==> config.mk <==
export PLATFORM = sky130hd
export DESIGN_NAME = dominant_color_chroma_key
export DESIGN_NICKNAME = d
export VERILOG_FILES = /design/src/sv/dcck_pkg.sv /design/src/sv/dominant_color_chroma_key.sv /design/src/sv/dcck_hist.sv
export SDC_FILE = /design/constraint.sdc
export NUM_CORES = 2
export LEC_CHECK = 0
export BUFFER_PORTS_ARGS = -buffer_cell sky130_fd_sc_hd__buf_2
export CAP_MARGIN = 15
export CORE_MARGIN = 5
export CORE_UTILIZATION = 52
export CTS_CLUSTER_DIAMETER = 150
export DETAILED_ROUTE_END_ITERATION = 8
export GPL_TIMING_DRIVEN = 0
export PLACE_DENSITY_LB_ADDON = 0.05
export SYNTH_ARGS = -nofsm -noshare
export SYNTH_HDL_FRONTEND = slang
export SYNTH_SLANG_ARGS = --single-unit
export TNS_END_PERCENT = 5
==> constraint.sdc <==
create_clock -name clk_i -period 6.6 [get_ports clk_i]
set_input_delay 0.66 -clock clk_i [delete_from_list [all_inputs] [get_ports clk_i]]
set_output_delay 0.66 -clock clk_i [all_outputs]
set_load 0.01 [all_outputs]
==> src/sv/dcck_pkg.sv <==
// shared constants, types and helper functions for the chroma key block
`timescale 1ns / 1ps
`default_nettype none
package dcck_pkg;

  localparam int unsigned Buckets    = 4;
  localparam int unsigned CountWidth = 22;
  localparam int unsigned BucketSize = 256 / Buckets;
  localparam int unsigned BinTotal   = Buckets * Buckets * Buckets;
  localparam int unsigned BucketW    = $clog2(Buckets);
  localparam int unsigned BinAw      = $clog2(BinTotal);

  typedef logic [BucketW-1:0]    bucket_t;
  typedef logic [BinAw-1:0]      bin_addr_t;
  typedef logic [CountWidth-1:0] count_t;

  localparam count_t     CountMax = {CountWidth{1'b1}};
  localparam logic [7:0] KeyReset = 8'(BucketSize / 2);

  typedef struct packed {
    logic      en;
    bin_addr_t addr;
    count_t    data;
  } hist_wr_t;

  function automatic bucket_t bucket_of(logic [7:0] v);
    logic [BucketW+7:0] prod;
    prod = {{BucketW{1'b0}}, v} * (BucketW + 8)'(Buckets);
    return prod[BucketW+7:8];
  endfunction

  function automatic bin_addr_t bin_index(bucket_t r, bucket_t g, bucket_t b);
    bin_addr_t idx;
    idx = (BinAw'(r) * BinAw'(Buckets) + BinAw'(g)) * BinAw'(Buckets) + BinAw'(b);
    return idx;
  endfunction

  function automatic logic [7:0] key_of(bucket_t k);
    logic [15:0] t;
    t = 16'(k) * 16'(BucketSize) + 16'(BucketSize / 2);
    return t[7:0];
  endfunction

  function automatic logic near_key(logic [7:0] p, logic [7:0] k, logic [7:0] tol);
    logic [7:0] d;
    d = (p >= k) ? (p - k) : (k - p);
    return d <= tol;
  endfunction

endpackage
`default_nettype wire

==> src/sv/dominant_color_chroma_key.sv <==
// top level of the dominant color chroma key block
// throughput: one count or replace request per cycle while in_ready_o is high
// a replace result is registered and shows in the cycle after its acceptance
// a frame-end count request stalls input through its own bin write (StWait),
//   a memory read of each of the 64 bins (StScan) and the final compare (StDrain)
// reset: bin valid bits cleared at once (no clearing pass), key 32/32/32, tolerance 64
`timescale 1ns / 1ps
`default_nettype none
module dominant_color_chroma_key import dcck_pkg::*; (
  input  wire         clk_i,
  input  wire         rst_ni,
  // pixel request channel
  input  wire         in_valid_i,
  output logic        in_ready_o,
  input  wire         operation_i,
  input  wire  [7:0]  pixel_red_i,
  input  wire  [7:0]  pixel_green_i,
  input  wire  [7:0]  pixel_blue_i,
  input  wire  [7:0]  bg_red_i,
  input  wire  [7:0]  bg_green_i,
  input  wire  [7:0]  bg_blue_i,
  input  wire         frame_end_i,
  // result channel
  output logic        out_valid_o,
  input  wire         out_ready_i,
  output logic [7:0]  out_red_o,
  output logic [7:0]  out_green_o,
  output logic [7:0]  out_blue_o,
  output logic        replaced_o,
  output logic [7:0]  key_red_now_o,
  output logic [7:0]  key_green_now_o,
  output logic [7:0]  key_blue_now_o,
  // configuration port
  input  wire         psel,
  input  wire         penable,
  input  wire         pwrite,
  input  wire  [2:0]  paddr,
  input  wire  [31:0] pwdata,
  output logic [31:0] prdata,
  output logic        pready
);

  // sequencer states
  localparam logic [1:0] StRun   = 2'd0;  // taking pixel requests
  localparam logic [1:0] StWait  = 2'd1;  // frame-end bin being written
  localparam logic [1:0] StScan  = 2'd2;  // reading and clearing bins
  localparam logic [1:0] StDrain = 2'd3;  // last bin compare

  localparam logic [2:0]  AddrTolerance = 3'd0;
  localparam logic        OpCount       = 1'b0;
  localparam logic        OpReplace     = 1'b1;
  localparam bucket_t     BucketLast    = BucketW'(Buckets - 1);

  logic [1:0] state_q, state_d;

  // configuration
  logic [7:0] tol_q;
  logic       cfg_wr;

  // key color
  logic [7:0] key_r_q, key_g_q, key_b_q;
  logic [7:0] key_r_d, key_g_d, key_b_d;

  // count pipeline stage: bin read issued last cycle, write this cycle
  logic      s1_valid_q;
  bin_addr_t s1_addr_q;

  // forwarding of the count write done at the edge of the last read
  logic      fwd_en_q;
  bin_addr_t fwd_addr_q;
  count_t    fwd_data_q;

  // scan counters walk the bins in index order
  bucket_t   scan_r_q, scan_g_q, scan_b_q;
  bucket_t   scan_r_d, scan_g_d, scan_b_d;
  logic      scan_last;

  // compare stage of the scan
  logic      cmp_valid_q;
  bucket_t   cmp_r_q, cmp_g_q, cmp_b_q;
  count_t    top_q, top_d;
  bucket_t   best_r_q, best_g_q, best_b_q;
  bucket_t   best_r_d, best_g_d, best_b_d;
  logic      cmp_take;
  logic      cmp_last;

  // output register
  logic       out_valid_q;
  logic [7:0] out_r_q, out_g_q, out_b_q;
  logic       replaced_q;
  logic [7:0] okey_r_q, okey_g_q, okey_b_q;

  logic       in_accept;
  logic       hit;
  bin_addr_t  pix_addr;
  bin_addr_t  scan_addr;
  bin_addr_t  rd_addr;
  count_t     rd_data;
  count_t     cnt_old;
  count_t     cnt_new;
  hist_wr_t   hist_wr;
  hist_wr_t   cnt_wr;

  // ---------------------------------------------------------------------------
  // configuration port, zero wait state
  // ---------------------------------------------------------------------------
  assign pready = 1'b1;
  assign cfg_wr = psel && penable && pwrite && (paddr == AddrTolerance);
  assign prdata = (paddr == AddrTolerance) ? {24'd0, tol_q} : 32'd0;

  always_ff @(posedge clk_i or negedge rst_ni) begin
    if (!rst_ni) begin
      tol_q <= 8'd64;
    end else if (cfg_wr) begin
      tol_q <= pwdata[7:0];
    end
  end

  // ---------------------------------------------------------------------------
  // input handshake: a new request only while the sequencer runs and the
  // output register is free or being emptied this cycle
  // ---------------------------------------------------------------------------
  assign in_ready_o = (state_q == StRun) && (!out_valid_q || out_ready_i);
  assign in_accept  = in_valid_i && in_ready_o;

  // ---------------------------------------------------------------------------
  // histogram memory access
  // ---------------------------------------------------------------------------
  assign pix_addr  = bin_index(bucket_of(pixel_red_i), bucket_of(pixel_green_i),
                               bucket_of(pixel_blue_i));
  assign scan_addr = bin_index(scan_r_q, scan_g_q, scan_b_q);
  assign rd_addr   = (state_q == StScan) ? scan_addr : pix_addr;

  // read-modify-write of a counted bin, saturating
  assign cnt_old = (fwd_en_q && (fwd_addr_q == s1_addr_q)) ? fwd_data_q : rd_data;
  assign cnt_new = (cnt_old == CountMax) ? cnt_old : cnt_old + 1'b1;

  always_comb begin
    cnt_wr.en   = s1_valid_q;
    cnt_wr.addr = s1_addr_q;
    cnt_wr.data = cnt_new;
    if (state_q == StScan) begin
      // each bin is cleared at the edge it is read
      hist_wr.en   = 1'b1;
      hist_wr.addr = scan_addr;
      hist_wr.data = '0;
    end else begin
      hist_wr = cnt_wr;
    end
  end

  dcck_hist u_hist (
    .clk_i     (clk_i),
    .rst_ni    (rst_ni),
    .rd_addr_i (rd_addr),
    .wr_i      (hist_wr),
    .rd_data_o (rd_data)
  );

  always_ff @(posedge clk_i or negedge rst_ni) begin
    if (!rst_ni) begin
      s1_valid_q <= 1'b0;
      fwd_en_q   <= 1'b0;
    end else begin
      s1_valid_q <= in_accept && (operation_i == OpCount);
      fwd_en_q   <= cnt_wr.en;
    end
  end

  always_ff @(posedge clk_i) begin
    s1_addr_q  <= pix_addr;
    fwd_addr_q <= cnt_wr.addr;
    fwd_data_q <= cnt_wr.data;
  end

  // ---------------------------------------------------------------------------
  // scan counters and argmax compare
  // ---------------------------------------------------------------------------
  assign scan_last = (scan_r_q == BucketLast) && (scan_g_q == BucketLast) &&
                     (scan_b_q == BucketLast);

  always_comb begin
    scan_r_d = scan_r_q;
    scan_g_d = scan_g_q;
    scan_b_d = scan_b_q;
    if (state_q == StScan) begin
      if (scan_b_q == BucketLast) begin
        scan_b_d = '0;
        if (scan_g_q == BucketLast) begin
          scan_g_d = '0;
          scan_r_d = (scan_r_q == BucketLast) ? '0 : scan_r_q + 1'b1;
        end else begin
          scan_g_d = scan_g_q + 1'b1;
        end
      end else begin
        scan_b_d = scan_b_q + 1'b1;
      end
    end
  end

  // bin 0 seeds the candidate, later bins win only on a strict maximum
  assign cmp_take = ((cmp_r_q == '0) && (cmp_g_q == '0) && (cmp_b_q == '0)) ||
                    (rd_data > top_q);
  assign cmp_last = cmp_valid_q && (cmp_r_q == BucketLast) && (cmp_g_q == BucketLast) &&
                    (cmp_b_q == BucketLast);

  always_comb begin
    top_d    = top_q;
    best_r_d = best_r_q;
    best_g_d = best_g_q;
    best_b_d = best_b_q;
    if (cmp_valid_q && cmp_take) begin
      top_d    = rd_data;
      best_r_d = cmp_r_q;
      best_g_d = cmp_g_q;
      best_b_d = cmp_b_q;
    end
  end

  always_comb begin
    key_r_d = key_r_q;
    key_g_d = key_g_q;
    key_b_d = key_b_q;
    if (cmp_last) begin
      key_r_d = key_of(best_r_d);
      key_g_d = key_of(best_g_d);
      key_b_d = key_of(best_b_d);
    end
  end

  always_ff @(posedge clk_i or negedge rst_ni) begin
    if (!rst_ni) begin
      scan_r_q    <= '0;
      scan_g_q    <= '0;
      scan_b_q    <= '0;
      cmp_valid_q <= 1'b0;
      key_r_q     <= KeyReset;
      key_g_q     <= KeyReset;
      key_b_q     <= KeyReset;
    end else begin
      scan_r_q    <= scan_r_d;
      scan_g_q    <= scan_g_d;
      scan_b_q    <= scan_b_d;
      cmp_valid_q <= (state_q == StScan);
      key_r_q     <= key_r_d;
      key_g_q     <= key_g_d;
      key_b_q     <= key_b_d;
    end
  end

  always_ff @(posedge clk_i) begin
    cmp_r_q  <= scan_r_q;
    cmp_g_q  <= scan_g_q;
    cmp_b_q  <= scan_b_q;
    top_q    <= top_d;
    best_r_q <= best_r_d;
    best_g_q <= best_g_d;
    best_b_q <= best_b_d;
  end

  // ---------------------------------------------------------------------------
  // sequencer
  // ---------------------------------------------------------------------------
  always_comb begin
    state_d = state_q;
    unique case (state_q)
      StRun: begin
        if (in_accept && (operation_i == OpCount) && frame_end_i) begin
          state_d = StWait;
        end
      end
      StWait: begin
        state_d = StScan;
      end
      StScan: begin
        if (scan_last) begin
          state_d = StDrain;
        end
      end
      StDrain: begin
        state_d = StRun;
      end
      default: begin
        state_d = StRun;
      end
    endcase
  end

  always_ff @(posedge clk_i or negedge rst_ni) begin
    if (!rst_ni) begin
      state_q <= StRun;
    end else begin
      state_q <= state_d;
    end
  end

  // ---------------------------------------------------------------------------
  // replace pass: compare against the key and register the composited pixel
  // ---------------------------------------------------------------------------
  assign hit = near_key(pixel_red_i, key_r_q, tol_q) &&
               near_key(pixel_green_i, key_g_q, tol_q) &&
               near_key(pixel_blue_i, key_b_q, tol_q);

  always_ff @(posedge clk_i or negedge rst_ni) begin
    if (!rst_ni) begin
      out_valid_q <= 1'b0;
    end else if (in_accept && (operation_i == OpReplace)) begin
      out_valid_q <= 1'b1;
    end else if (out_ready_i) begin
      out_valid_q <= 1'b0;
    end
  end

  always_ff @(posedge clk_i) begin
    if (in_accept && (operation_i == OpReplace)) begin
      out_r_q    <= hit ? bg_red_i : pixel_red_i;
      out_g_q    <= hit ? bg_green_i : pixel_green_i;
      out_b_q    <= hit ? bg_blue_i : pixel_blue_i;
      replaced_q <= hit;
      okey_r_q   <= key_r_q;
      okey_g_q   <= key_g_q;
      okey_b_q   <= key_b_q;
    end
  end

  assign out_valid_o     = out_valid_q;
  assign out_red_o       = out_r_q;
  assign out_green_o     = out_g_q;
  assign out_blue_o      = out_b_q;
  assign replaced_o      = replaced_q;
  assign key_red_now_o   = okey_r_q;
  assign key_green_now_o = okey_g_q;
  assign key_blue_now_o  = okey_b_q;

endmodule
`default_nettype wire

==> src/sv/dcck_hist.sv <==
// histogram bin memory with per-bin valid bits, one read and one write port
`timescale 1ns / 1ps
`default_nettype none
module dcck_hist import dcck_pkg::*; (
  input  wire       clk_i,
  input  wire       rst_ni,
  input  bin_addr_t rd_addr_i,
  input  hist_wr_t  wr_i,
  output count_t    rd_data_o
);

  count_t               bin_mem [BinTotal];
  count_t               rd_mem_q;
  logic                 rd_valid_q;
  logic [BinTotal-1:0]  valid_q;

  // read before write on a shared address
  always_ff @(posedge clk_i) begin
    if (wr_i.en) begin
      bin_mem[wr_i.addr] <= wr_i.data;
    end
    rd_mem_q <= bin_mem[rd_addr_i];
  end

  // never-written bins read as zero
  always_ff @(posedge clk_i or negedge rst_ni) begin
    if (!rst_ni) begin
      valid_q    <= '0;
      rd_valid_q <= 1'b0;
    end else begin
      rd_valid_q <= valid_q[rd_addr_i];
      if (wr_i.en) begin
        valid_q[wr_i.addr] <= 1'b1;
      end
    end
  end

  assign rd_data_o = rd_valid_q ? rd_mem_q : '0;

endmodule
`default_nettype wire

-- After elaboration in Yosys (flattened, before gate mapping)
Memory sizes are Yosys's and may differ from the RTL's. A register that Yosys moved wholly into a read port is not among the register bits.
Cells that the tools add are included.
- reductions and logical operators: 32
- bitwise operators: 2
- magnitude comparators: 10
- add/subtract/negate cells: 17
- multiplexer cells: 29
- eq/ne operators: 13
- operators by type and width (cell ; number):
    22-bit 2-to-1 mux ; 3
    64-bit bitwise OR ; 1
    8-bit 2-to-1 mux ; 7
    8-bit subtractor ; 6
    29-bit 2-to-1 mux ; 1
    8-bit by 6-bit adder with 8-bit output, second input constant ; 3
    8-bit greater-or-equal comparator ; 3
    8-bit less-or-equal comparator ; 3
    22-bit by 1-bit adder with 22-bit output, second input constant ; 1
    22-bit == test, second input constant ; 1
    22-bit > comparator ; 1
    1-bit logical AND ; 20
    2-bit == test, second input constant ; 8
    2-bit 2-to-1 mux ; 8
    6-bit by 7-bit < comparator with 1-bit output, second input constant ; 2
    6-bit by 2-bit adder with 6-bit output ; 2
    4-bit by 2-bit adder with 4-bit output ; 2
    2-bit zero test ; 4
    2-bit case mux with 4 select lines ; 1
    2-bit by 1-bit adder with 2-bit output, second input constant ; 3
    1-bit binary-select mux with 6-bit select ; 1
    1-bit demux with 6-bit select ; 1
    6-bit == test ; 1
    6-bit by 1-bit greater-or-equal comparator with 1-bit output, second input constant ; 1
    12 further kinds ; 19
- bits in registers: 226
- memories: 1
- memory bits (writable): 1408
- logic and storage cells: 135
- memories (memory ; words ; width ; read ports ; clocked after memory_dff ; write ports ; line ; source):
    u_hist.bin_mem ; 64 ; 22 ; 1 ; 1 ; 1 ; dcck_hist.sv:12 ; count_t bin_mem [BinTotal];

-- Depth between registers and ports, before layout
- depth after elaboration: 11
- mapped depth: 16
- mapped depth without buffers: 14

-- Hierarchy
Synthesis repeated with hierarchy kept, for this count alone.
- cell total of the unflattened synthesis: 3276
- area total of the unflattened synthesis: 64478.1 um2
- modules (own cells, without submodules) (module ; area an instance (um2) ; cells an instance ; sequential area each (um2) ; instances):
    dcck_hist ; 56922.1 ; 2535 ; 44347.5 ; 1
    dominant_color_chroma_key ; 7556.0 ; 741 ; 3164.3 ; 1

-- Least setup slack after synthesis
Ideal clock, no wire load.
- kind: reg2reg
- start: register s1_addr_q[2]
- end: memory u_hist.bin_mem[0][15] (netlist name), data pin
- arrival: 4.934 ns
- period minus slack after synthesis: 5.614 ns
- stages on the path, launching flop included: 13
- library setup time: 0.680 ns
- slack: 0.986 ns
- path through: dfxtp_1 xor2_1 or3_1 buf_6 nor2_1 o21ai_1 ha_1 inv_1 a221oi_4 nor4b_4 nor2_1 and3b_1 nor3_1
- RTL lines (item ; line ; source):
    from (decl) ; dominant_color_chroma_key.sv:66 ; bin_addr_t s1_addr_q;
    from (signal assigned) ; dominant_color_chroma_key.sv:171 ; s1_addr_q <= pix_addr;
    to (decl) ; dcck_hist.sv:12 ;

-- Worst setup path after layout
- start: register state_q[0]
- end: register u_hist.rd_mem_q[14] (read register of u_hist.bin_mem)
- longest elaborated chain between the ends: 2
- RTL lines (item ; line ; source):
    from (decl) ; dominant_color_chroma_key.sv:54 ; logic [1:0] state_q, state_d;
    from (signal assigned) ; dominant_color_chroma_key.sv:291 ; state_q <= StRun;
    from (signal assigned) ; dominant_color_chroma_key.sv:293 ; state_q <= state_d;
    2-bit == test ; dominant_color_chroma_key.sv:132 ; assign rd_addr = (state_q == StScan) ? scan_addr : pix_addr;
    6-bit 2-to-1 mux ; dominant_color_chroma_key.sv:132 ;
    to (decl) ; dcck_hist.sv:13 ; count_t rd_mem_q;
No other way between the ends.
A chain may end at the register's enable or synchronous reset.

==> results_dict.tcl <==
set metrics [dict create \
    reg2reg_from "state_q[0]" \
    area_growth_pct 16.11 \
    synth_top_cell_by_area "edfxtp_1" \
    status "finished, final reports clean" \
    viasPerCell 6.194 \
    grt_pass1_vias 35350 \
    relSlewSlack_pct 15.74 \
    synthTopCellsByCount "1461 x edfxtp_1, 368 x mux4_2, 241 x nand2_1" \
    first_iter_violations 4100 \
    period_minus_slack_ns 5.930 \
    skew_ns 0.03831 \
    hp-class "in2reg" \
    worst_pin_slew_ns 1.251 \
    cts_tree "done" \
    die_h_um 363.4 \
    path_buf_inv 5 \
    hold-path-cell-count 1 \
    p_leak_nw 25.86 \
    route.top_layer_used "met5" \
    io_buffers 108 \
    drt_wl_total_mm 179.2 \
    vias 35170 \
    wl_met2_mm 85.38 \
    grt_use_total_pct 27.35 \
    htree_levels 4 \
    drive_gt1_share_pct 27.98 \
    clk_latency_ns 0.78 \
    dr_wl_met3_mm 13.72 \
    end_kind "flop" \
    yosysMostFrequentCell "edfxtp_1" \
    std_cell_rows 129 \
    numCtsBuffers 165 \
    fin_nets 4063 \
    postSynthCellCount 3480 \
    die-area_um2 132000 \
    slowest_delay_ns 0.99 \
    crit_chain "inv_1 > ha_1 > buf_2 > o21ai_0 > clkbuf_1 > clkbuf_1 > clkbuf_1 > nand2_1 > a31oi_1 > a211oi_1 > a21oi_1" \
    worstSetupPathType "reg2reg" \
    cts_resized 0 \
    overflow 0 \
    final_cells 5677 \
    clock.fmax_mhz 168.6 \
    hold_violations 0 \
    slowest_stage "o21ai_0" \
    critPathLaunchType "flop" \
    power_w 0.03342 \
    synth_cell_type_count 70 \
    clk_pin_slew_ns 0.06 \
    dp_cells 5369 \
    r2r_slack_ns 0.67 \
    core_um2 124000 \
    crit_cells 11 \
    netlist_area_um2 64940 \
    hold_end "s1_addr_q[5]" \
    ys_seq_area_share_pct 73.16 \
    gp_congestion 0.9338 \
    synth-edff-count 1461 \
    grt_antenna_before_repair 12 \
    synth.avg_cell_area_um2 18.66 \
    cp_data_required_time_ns 7.25 \
    setup_tns_ns 0 \
    maxCapViolCount 0 \
    ys.flop_type "edfxtp_1" \
    firstDrtPassIters 5 \
    ys_ff_latch 1620 \
    grt_pass1_wl_mm 255.9 \
    critical_path.top_delay_family "buffers and inverters" \
    wl_per_cell_um 31.56 \
    cts_hold_buf 1 \
    worst_slack_ns 0.6696 \
    crit_fanout 10 \
    dp_worst_setup_slack_ns 0.8273 \
    crit-reg2reg-capture "u_hist.rd_mem_q[14]" \
    setup_violations 0 \
    synth_top_area_share_pct 67.56 \
    slew_viol_final 0 \
    clkSinkCount 1620 \
    ios 176 \
    p_per_area_nw_per_um2 443.3 \
    synth_area_leaders "edfxtp_1 68%, mux4_2 13%, dfrtp_1 3.5%" \
    fin_crit_sh_pct 89.85 \
    ys_async_sr_fraction_pct 5.617 \
    post_cts_buffers 0 \
    whs_ns 0.08860 \
    grt_max_degree 65 \
    worstHoldStart "pixel_red_i[7]" \
    r2r_cells 11 \
    hpwlAfterDp_mm 125.7 \
    drc 0 \
    cts_buffer_depth 3 \
    wl_met1_mm 73.52 \
    ant_nets 0 \
    die_width_um 363.4 \
    initial_core_util_pct 52.39 \
    synth_warnings 0 \
    arrival_ns 6.58 \
    ir_drop_v 0.0002831 \
    grt_setup_unrepaired "no" \
    root_buffer "clkbuf_16" \
    cpMostUsedCell "clkbuf_1" \
]
## registers in the layout, summed over array words and instances (netlist names), 6 cells and up
| signal | count |
|---|---|
| out_red_o | 8 |
| u_hist.bin_mem | 1408 |
| tol_q | 8 |
| top_q | 22 |
| u_hist.valid_q | 64 |
| fwd_addr_q | 6 |
| out_green_o | 8 |
| fwd_data_q | 22 |
| u_hist.rd_mem_q | 22 |
| s1_addr_q | 6 |
| out_blue_o | 8 |
## worst reg2reg max path, stage by stage (launching register included)
cell	delay, ns
dfrtp_1	0.35
inv_1	0.08
ha_1	0.30
buf_2	0.24
o21ai_0	0.99
clkbuf_1	0.97
clkbuf_1	0.89
clkbuf_1	0.68
nand2_1	0.11
a31oi_1	0.62
a211oi_1	0.21
a21oi_1	0.36
## per-stage QoR
stage / utilization (%) / area, µm²
floorplan: - / 65090
global placement: 54.60 / 67680
detailed placement: 56.31 / 69800
CTS: 60.82 / 75390
global route: 60.82 / 75390
finish: 60.82 / 75400
## power breakdown
group | switching, W | internal (W)
Combinational | 0.00693 | 0.00347
Clock | 0.00394 | 0.00559
Sequential | 0.000278 | 0.0132
Total | 0.0111 | 0.0223
## logic make-up after synthesis
kind of cell    after synthesis  synth area share, %
mux                         425                13.71
compound gates              385                4.139
flops                      1620                73.16
buf+inv                     288                2.071
other cells                   2              0.01156
fa+ha+maj                    71                1.403
xor+xnor                     42               0.5665
simple gates                647                4.934
## area by class of cell
| type | instances | area, µm² |
|---|---|---|
| clock buffer | 220 | 4553 |
| fill | 8891 | 48560 |
| tap | 1637 | 2048 |
| sequential | 1620 | 47510 |
| antenna | 1 | 2.502 |
| timing repair buffer | 212 | 2409 |
| buffer | 222 | 1097 |
| multi-input combinational | 1613 | 16500 |
| clock inverter | 86 | 1030 |
| inverter | 66 | 247.7 |
## routing by layer
metal	up-vias	GRT usage, %
met4	2	8.962
met5	-	0
li1	14720	-
met2	1528	43.72
met1	18620	39.29
met3	297	4.342
## how the worst max path moves through the flow
stage,from,to
final,state_q[0],u_hist.rd_mem_q[14]
after global routing,state_q[0],u_hist.rd_mem_q[14]
after CTS,state_q[0],u_hist.rd_mem_q[17]
after detailed placement,pixel_blue_i[7],u_hist.rd_mem_q[17]
after global placement,s1_addr_q[2],u_hist.bin_mem[46][15]
after floorplan,s1_addr_q[2],u_hist.bin_mem[0][15]
## cell usage in the layout, fill, tap and decap left out, types with 20 or more instances in the layout
cell type	n
clkbuf_16	168
buf_16	28
ha_1	68
dfrtp_1	90
or2_2	65
a21oi_1	79
a211oi_1	119
xor2_1	22
clkinv_2	30
mux2_2	35
clkbuf_1	143
edfxtp_1	1461
dfxtp_1	68
buf_4	67
mux2i_1	21
inv_1	66
nand2_1	241
buf_8	40
and2_1	120
nor3_1	21
nor2_1	46
nor2_2	59
conb_1	43
o21ai_0	26
mux4_2	368
a21o_1	22
a311oi_1	47
xnor2_1	20
buf_2	147
a31oi_1	49
No activity file was read; power rests on OpenSTA's default activity.
